**config.mk**
```make
export PLATFORM = sky130hd
export DESIGN_NAME = pulse_distance_byte_receiver_core
export DESIGN_NICKNAME = d
export VERILOG_FILES = /design/src/hw/rtl/pdbr_pkg.sv /design/src/hw/rtl/pulse_distance_byte_receiver_core.sv /design/src/hw/rtl/pdbr_cfg_regs.sv /design/src/hw/rtl/pdbr_decoder.sv
export SDC_FILE = /design/constraint.sdc
export NUM_CORES = 1
export LEC_CHECK = 0
export ABC_AREA = 1
export BUFFER_PORTS_ARGS = -buffer_cell sky130_fd_sc_hd__buf_2
export CAP_MARGIN = 10
export CELL_PAD_IN_SITES_DETAIL_PLACEMENT = 0
export CELL_PAD_IN_SITES_GLOBAL_PLACEMENT = 2
export CORE_ASPECT_RATIO = 1.5
export CORE_MARGIN = 2
export CORE_UTILIZATION = 37
export CTS_CLUSTER_SIZE = 8
export DETAILED_ROUTE_END_ITERATION = 8
export GPL_ROUTABILITY_DRIVEN = 0
export PLACE_DENSITY = 0.93
export SLEW_MARGIN = 5
export SYNTH_ARGS = -nofsm -noshare
export SYNTH_HDL_FRONTEND = slang
export SYNTH_SLANG_ARGS = --single-unit
```
**constraint.sdc**
```tcl
create_clock -name clk_i -period 4.7 [get_ports clk_i]
set_input_delay 0.47 -clock clk_i [delete_from_list [all_inputs] [get_ports clk_i]]
set_output_delay 0.47 -clock clk_i [all_outputs]
set_load 0.03 [all_outputs]
```
**src/hw/rtl/pdbr_pkg.sv**
```systemverilog
// Package for the pulse-distance byte receiver.
// Threshold register indexes, reset values and the threshold bundle type.
// No dependencies.
package pdbr_pkg;

  localparam int unsigned THRESH_W  = 16;
  localparam int unsigned BYTE_W    = 8;
  localparam int unsigned CFG_IDX_W = 4;

  // threshold register indexes
  localparam logic [CFG_IDX_W-1:0] REG_MESSAGE_END = CFG_IDX_W'(0);
  localparam logic [CFG_IDX_W-1:0] REG_BYTE_END    = CFG_IDX_W'(1);
  localparam logic [CFG_IDX_W-1:0] REG_ONE_BIT     = CFG_IDX_W'(2);
  localparam logic [CFG_IDX_W-1:0] REG_ZERO_BIT    = CFG_IDX_W'(3);

  localparam logic [THRESH_W-1:0] RST_MESSAGE_END = THRESH_W'(200);
  localparam logic [THRESH_W-1:0] RST_BYTE_END    = THRESH_W'(160);
  localparam logic [THRESH_W-1:0] RST_ONE_BIT     = THRESH_W'(120);
  localparam logic [THRESH_W-1:0] RST_ZERO_BIT    = THRESH_W'(80);

  typedef struct packed {
    logic [THRESH_W-1:0] message_end;
    logic [THRESH_W-1:0] byte_end;
    logic [THRESH_W-1:0] one_bit;
    logic [THRESH_W-1:0] zero_bit;
  } pdbr_thresh_t;

endpackage

```
**src/hw/rtl/pulse_distance_byte_receiver_core.sv**
```systemverilog
// Path: input register, then decoder, then the m_axis output register.
// Throughput: one line sample per cycle unless m_axis stalls; the tick counter and
// thresholds are checked in one registered step between input and output registers.
// Reset: async active low; disarms, clears counter and shifter, empties both
// registers, thresholds return to 200/160/120/80 ticks.
// Top level of the pulse-distance byte receiver; uses pdbr_pkg, pdbr_cfg_regs,
// pdbr_decoder.
module pulse_distance_byte_receiver_core #(
  parameter int unsigned COUNT_WIDTH = 16,
  parameter int unsigned DATA_BITS   = 8
) (
  input  logic                           clk_i,
  input  logic                           rst_ni,
  // config write channel
  input  logic                           cfg_valid_i,
  output logic                           cfg_ready_o,
  input  logic [pdbr_pkg::CFG_IDX_W-1:0] cfg_index_i,
  input  logic [pdbr_pkg::THRESH_W-1:0]  cfg_data_i,
  // input samples
  input  logic                           s_axis_tvalid,
  output logic                           s_axis_tready,
  input  logic [7:0]                     s_axis_tdata,  // [0] line_level, [7:1] zero
  // received bytes
  output logic                           m_axis_tvalid,
  input  logic                           m_axis_tready,
  output logic [7:0]                     m_axis_tdata,  // [7:0] data_byte
  output logic                           m_axis_tlast   // last_of_message
);
  import pdbr_pkg::*;

  pdbr_thresh_t       thresh;
  logic               in_valid_q;
  logic               level_q;
  logic               advance;
  logic               emit;
  logic               last;
  logic [BYTE_W-1:0]  data_byte;
  logic               out_valid_q;
  logic [BYTE_W-1:0]  out_byte_q;
  logic               out_last_q;

  pdbr_cfg_regs u_cfg (
    .clk_i       (clk_i),
    .rst_ni      (rst_ni),
    .cfg_valid_i (cfg_valid_i),
    .cfg_ready_o (cfg_ready_o),
    .cfg_index_i (cfg_index_i),
    .cfg_data_i  (cfg_data_i),
    .thresh_o    (thresh)
  );

  // input stage moves on whenever the output register is free or draining
  assign advance       = in_valid_q && (!out_valid_q || m_axis_tready);
  assign s_axis_tready = !in_valid_q || advance;

  always_ff @(posedge clk_i or negedge rst_ni) begin
    if (!rst_ni) begin
      in_valid_q <= 1'b0;
    end else if (s_axis_tready) begin
      in_valid_q <= s_axis_tvalid;
    end
  end

  always_ff @(posedge clk_i) begin
    if (s_axis_tready && s_axis_tvalid) begin
      level_q <= s_axis_tdata[0];
    end
  end

  pdbr_decoder #(
    .COUNT_WIDTH (COUNT_WIDTH),
    .DATA_BITS   (DATA_BITS)
  ) u_dec (
    .clk_i       (clk_i),
    .rst_ni      (rst_ni),
    .step_i      (advance),
    .level_i     (level_q),
    .thresh_i    (thresh),
    .emit_o      (emit),
    .data_byte_o (data_byte),
    .last_o      (last)
  );

  always_ff @(posedge clk_i or negedge rst_ni) begin
    if (!rst_ni) begin
      out_valid_q <= 1'b0;
    end else if (advance) begin
      out_valid_q <= emit;
    end else if (m_axis_tready) begin
      out_valid_q <= 1'b0;
    end
  end

  always_ff @(posedge clk_i) begin
    if (advance && emit) begin
      out_byte_q <= data_byte;
      out_last_q <= last;
    end
  end

  assign m_axis_tvalid = out_valid_q;
  assign m_axis_tdata  = out_byte_q;
  assign m_axis_tlast  = out_last_q;

endmodule

```
**src/hw/rtl/pdbr_cfg_regs.sv**
```systemverilog
// Threshold register file of the pulse-distance byte receiver.
// Depends on pdbr_pkg.
module pdbr_cfg_regs (
  input  logic                           clk_i,
  input  logic                           rst_ni,
  input  logic                           cfg_valid_i,
  output logic                           cfg_ready_o,
  input  logic [pdbr_pkg::CFG_IDX_W-1:0] cfg_index_i,
  input  logic [pdbr_pkg::THRESH_W-1:0]  cfg_data_i,
  output pdbr_pkg::pdbr_thresh_t         thresh_o
);
  import pdbr_pkg::*;

  pdbr_thresh_t thresh_q, thresh_d;

  assign cfg_ready_o = 1'b1;

  always_comb begin
    thresh_d = thresh_q;
    if (cfg_valid_i) begin
      case (cfg_index_i)
        REG_MESSAGE_END: thresh_d.message_end = cfg_data_i;
        REG_BYTE_END:    thresh_d.byte_end    = cfg_data_i;
        REG_ONE_BIT:     thresh_d.one_bit     = cfg_data_i;
        REG_ZERO_BIT:    thresh_d.zero_bit    = cfg_data_i;
        default: ;  // unmapped index, write dropped
      endcase
    end
  end

  always_ff @(posedge clk_i or negedge rst_ni) begin
    if (!rst_ni) begin
      thresh_q.message_end <= RST_MESSAGE_END;
      thresh_q.byte_end    <= RST_BYTE_END;
      thresh_q.one_bit     <= RST_ONE_BIT;
      thresh_q.zero_bit    <= RST_ZERO_BIT;
    end else begin
      thresh_q <= thresh_d;
    end
  end

  assign thresh_o = thresh_q;

endmodule

```
**src/hw/rtl/pdbr_decoder.sv**
```systemverilog
// Gap measurement, classification and bit shifter of the byte receiver.
// Holds the arm flag, previous level, tick counter and shift register.
// Depends on pdbr_pkg.
module pdbr_decoder #(
  parameter int unsigned COUNT_WIDTH = 16,
  parameter int unsigned DATA_BITS   = 8
) (
  input  logic                         clk_i,
  input  logic                         rst_ni,
  input  logic                         step_i,
  input  logic                         level_i,
  input  pdbr_pkg::pdbr_thresh_t       thresh_i,
  output logic                         emit_o,
  output logic [pdbr_pkg::BYTE_W-1:0]  data_byte_o,
  output logic                         last_o
);
  import pdbr_pkg::*;

  localparam int unsigned CMP_W = (COUNT_WIDTH > THRESH_W) ? COUNT_WIDTH : THRESH_W;

  logic                   armed_q, armed_d;
  logic                   prev_q, prev_d;
  logic [COUNT_WIDTH-1:0] cnt_q, cnt_d;
  logic [DATA_BITS-1:0]   shift_q, shift_d;

  logic [COUNT_WIDTH-1:0] gap;
  logic [CMP_W-1:0]       gap_x;
  logic                   edge_det;
  logic                   gt_msg, gt_byte, gt_one, gt_zero;

  assign gap      = (cnt_q == '1) ? cnt_q : cnt_q + 1'b1;  // saturating
  assign gap_x    = CMP_W'(gap);
  assign edge_det = level_i != prev_q;
  assign gt_msg   = gap_x > CMP_W'(thresh_i.message_end);
  assign gt_byte  = gap_x > CMP_W'(thresh_i.byte_end);
  assign gt_one   = gap_x > CMP_W'(thresh_i.one_bit);
  assign gt_zero  = gap_x > CMP_W'(thresh_i.zero_bit);

  always_comb begin
    armed_d = armed_q;
    prev_d  = prev_q;
    cnt_d   = cnt_q;
    shift_d = shift_q;
    emit_o  = 1'b0;
    last_o  = 1'b0;
    if (step_i) begin
      if (!armed_q) begin
        if (!level_i) begin
          armed_d = 1'b1;
          prev_d  = 1'b0;
          cnt_d   = '0;
          shift_d = DATA_BITS'(1);  // start marker
        end
      end else begin
        prev_d = level_i;
        if (edge_det) begin
          cnt_d = '0;
          if (gt_msg) begin
            emit_o  = 1'b1;
            last_o  = 1'b1;
            armed_d = 1'b0;
          end else if (gt_byte) begin
            emit_o  = 1'b1;
            shift_d = '0;
          end else if (gt_one) begin
            shift_d = DATA_BITS'({shift_q, 1'b1});
          end else if (gt_zero) begin
            shift_d = DATA_BITS'({shift_q, 1'b0});
          end
        end else begin
          cnt_d = gap;
        end
      end
    end
  end

  assign data_byte_o = BYTE_W'(shift_q);

  always_ff @(posedge clk_i or negedge rst_ni) begin
    if (!rst_ni) begin
      armed_q <= 1'b0;
      prev_q  <= 1'b0;
      cnt_q   <= '0;
      shift_q <= '0;
    end else begin
      armed_q <= armed_d;
      prev_q  <= prev_d;
      cnt_q   <= cnt_d;
      shift_q <= shift_d;
    end
  end

`ifndef SYNTHESIS
  a_msg_end_disarms: assert property (@(posedge clk_i) disable iff (!rst_ni)
    emit_o && last_o |=> !armed_q)
    else $error("receiver still armed after message end");

  a_edge_clears_cnt: assert property (@(posedge clk_i) disable iff (!rst_ni)
    step_i && armed_q && edge_det |=> cnt_q == '0)
    else $error("tick counter not restarted on edge");

  a_hold_without_step: assert property (@(posedge clk_i) disable iff (!rst_ni)
    !step_i |=> $stable(cnt_q) && $stable(shift_q) && $stable(armed_q))
    else $error("decoder state moved without an item");

  a_emit_only_armed: assert property (@(posedge clk_i) disable iff (!rst_ni)
    emit_o |-> armed_q && step_i && edge_det)
    else $error("byte emitted outside an armed edge");
`endif

endmodule
```
==> flow_metrics.py <==
metrics = {
    "setup_path": {
        "required_ns": 4.71,
        "worstSetupEndpointType": "register",
        "critPathMaxFanout": 9,
        "ff2ff_setup_slack_ns": 0.65,
        "worstSetupPathType": "register to register",
        "r2r_start": "u_dec.cnt_q[0]$_DFFE_PN0P_",
        "reg2reg_to": "m_axis_tdata[7]$_DFFE_PP_",
        "crit_arrival_ns": 4.06,
        "number_of_cells_traversed_by_the_worst_register_to_register_path": 21,
        "critical_path.startpoint_type": "register",
    },
    "detailed_routing": {
        "detailroute.via_count": 4609,
        "vias_cell": 4.79,
        "dr.max_layer_used": "met4",
        "detail_route.drc_violations": 0,
        "dr.pass1.iters": 4,
        "routed_metal_1_wirelength_um": 5650,
        "routed-wl-met3_um": 445,
        "route.final.wire_length_um": 12900,
        "met2_length_um": 6320,
        "post_drt_wl_per_cell_um": 13.4,
        "route.antenna.remaining_nets": 0,
        "drt_iter0_markers": 177,
    },
    "floorplanning": {
        "die-width_um": 107,
        "std_cell_rows": 56,
        "num_io_pins": 45,
        "die-area_um2": 17000,
        "initial_core_utilization": 0.379,
        "die-height_um": 159,
        "core_area_um2": 15600,
    },
    "logic_synthesis": {
        "synth_top_area_frac": 0.343,
        "post-synth-top-count-cell": "nand2_1",
        "synth.yosys.warnings": 0,
        "synth-main-ff-cell": "dfrtp_1",
        "synth_edf_count": 10,
        "mappedNetlistArea_um2": 5920,
        "postSynth.asyncResetShare": 0.902,
        "netlist.top_cell.by_area": "dfrtp_1",
        "cell_count_after_synthesis": 716,
        "synth.yosys.seq_area_share": 0.442,
        "synth.net_count": 810,
        "synth.area.top_cells": "dfrtp_1 (34%), ha_1 (13%), nand2_1 (10%)",
        "synth_top_cells_by_count": "nand2_1 (162), inv_1 (124), o21ai_0 (85)",
        "synth_seq_cells": 102,
        "postSynthAreaPerCell_um2": 8.26,
        "synth_cell_types": 38,
    },
    "clocking": {
        "ctsHtreeMaxLevel": 3,
        "post-cts-setup-buffer-count": 0,
        "numCtsBuffers": 9,
        "ctsResizeCount": 0,
        "max-clock-path-buffers": 2,
        "holdBufCountCts": 0,
        "tritoncts_num_sinks": 102,
        "tritoncts_clock_tree": "done",
        "clk_root_buf": "clkbuf_16",
        "clk_transition_reported_paths_ns": 0.07,
        "clkLatencyLatePin_ns": 0.35,
    },
    "power": {
        "leakagePower_nw": 3.48,
        "powerDensity_nw_per_um2": 365,
        "ir_worst_vdd_uv": 157,
        "fin_total_pwr_w": 0.00242,
    },
    "timing": {
        "final-hold-violation-count": 0,
        "finalCritPeriodShare": 0.862,
        "tns_ns": 0,
        "worstMarginPinSlew_ns": 0.757,
        "grt_setup_unrepaired": "no",
        "skew_ns": 0.0113,
        "finalSetupViolations": 0,
        "fin_max_slew_vios": 0,
        "finalWorstPathRequiredPeriod_ns": 4.05,
        "fmaxAchievable_mhz": 247,
        "worst_slew_slack_as_a_fraction_of_its_limit": 0.493,
    },
    "global_route": {
        "grt_pass1_wl_um": 22200,
        "antenna_violations_before_repair": 0,
        "grt_pass1_vias": 4695,
        "grt_max_degree": 57,
        "grt-ovfl-total": 0,
        "grt_use_total": 0.165,
    },
    "final_layout": {
        "multi_input_comb_area_um2": 2760,
        "num-nets-final": 849,
        "antenna_cells_inserted": 0,
        "fin_cells": 963,
        "layout-drive-gt1-share": 0.128,
        "fillCellCount": 1547,
        "final_cell_area_um2": 6640,
        "postLayoutCoreUtil": 0.425,
        "area_delta_synth_final_pct": 12.3,
        "register_area_um2": 2620,
    },
    "placement": {
        "placed_cells_incl_taps": 946,
        "portBuffers": 36,
        "postPlaceCellArea_um2": 6330,
        "dp.final_hpwl_um": 9980,
    },
    "status": {
        "outcome": "finished, final reports clean",
    },
    "flow_run": {
        "max_capacitance_violation_count": 0,
    },
    "hold_path": {
        "min_delay_path_class": "input port to async pin",
    },
}
## how the worst max path moves through the flow
stage                                     from                                to
finish              u_dec.cnt_q[0]$_DFFE_PN0P_         m_axis_tdata[7]$_DFFE_PP_
global route        u_dec.cnt_q[0]$_DFFE_PN0P_  u_dec.data_byte_o[2]$_DFFE_PN0P_
CTS                 u_dec.cnt_q[0]$_DFFE_PN0P_         m_axis_tdata[7]$_DFFE_PP_
detailed placement  u_dec.cnt_q[0]$_DFFE_PN0P_         m_axis_tdata[7]$_DFFE_PP_
global placement    u_dec.cnt_q[0]$_DFFE_PN0P_         m_axis_tdata[7]$_DFFE_PP_
floorplan           u_dec.cnt_q[0]$_DFFE_PN0P_         m_axis_tdata[0]$_DFFE_PP_
## layer usage
layer  track usage  vias up
li1              -     2380
met1         0.202     2107
met2         0.272       95
met3        0.0238       27
met4        0.0921        0
met5             0        -
## stage by stage
stage	setup WS [ns]	hold slack [ns]
after global routing	0.205	0.113
after detailed placement	0.655	0.450
after CTS	0.624	0.0967
after global placement	0.738	0.439
final	0.649	0.0790
after floorplan	1.41	0.174
## registers in the layout (all words and copies together), names as in the netlist
signal             cells
m_axis_tvalid          1
level_q                1
u_dec.prev_q           1
u_dec.cnt_q           16
m_axis_tdata           8
u_cfg.thresh_o        64
u_dec.data_byte_o      8
m_axis_tlast           1
in_valid_q             1
u_dec.armed_q          1
## cell type report
cell class / instances / share of cell area
Sequential cell: 102 / 0.394
Inverter: 128 / 0.0727
Clock buffer: 12 / 0.0403
Multi-Input combinational cell: 472 / 0.416
Clock inverter: 4 / 0.00395
Timing Repair Buffer: 42 / 0.0354
Tap cell: 203 / 0.0382
## power by group
| part | internal [W] | switching [W] | leakage (nW) |
|---|---|---|---|
| combinational | 0.000211 | 0.000351 | 2.08 |
| sequential | 0.00104 | 0.0000853 | 1.26 |
| clock | 0.000406 | 0.000327 | 0.144 |
| total | 0.00166 | 0.000763 | 3.48 |
## placed cells by master (no fill, tap or decap), drive strengths merged, types with 14 or more instances in the layout
master | netlist | routed
a21oi | 31 | 31
buf | 1 | 42
dfrtp | 81 | 81
ha | 61 | 61
inv | 127 | 128
nand2 | 175 | 175
nand3 | 26 | 26
nand4 | 14 | 14
nor2 | 44 | 44
o21ai | 86 | 86
## logic make-up (layout without fill, tap and decap cells)
group	Yosys count	after routing	synth area share
AOI/OAI and AO/OA	131	131	0.118
xor gates and xnor gates	10	10	0.0148
adders and majority gates	61	61	0.129
buffers and inverters	142	186	0.0911
DFF	102	102	0.442
other	1	1	0.000634
and+or+nand+nor	269	269	0.204
## worst max-delay path, cell delays in order, from the launching register on
cell and delay, ns:
dfrtp_1 0.44, ha_1 0.27, nand3_1 0.15, nor2_4 0.09, nand2_4 0.11, nand3_2 0.11
nor2_1 0.22, nand2_1 0.12, nor2_1 0.13, nand2_1 0.09, nor2_1 0.12, xor2_1 0.39
ha_1 0.23, nand4_1 0.15, nor2_1 0.17, and3_1 0.22, nand2_1 0.06, nand3_1 0.07
nand2_2 0.09, nor2_2 0.11, inv_1 0.07, nand2_1 0.30
Note: power is estimated with default switching activity, not from simulation.
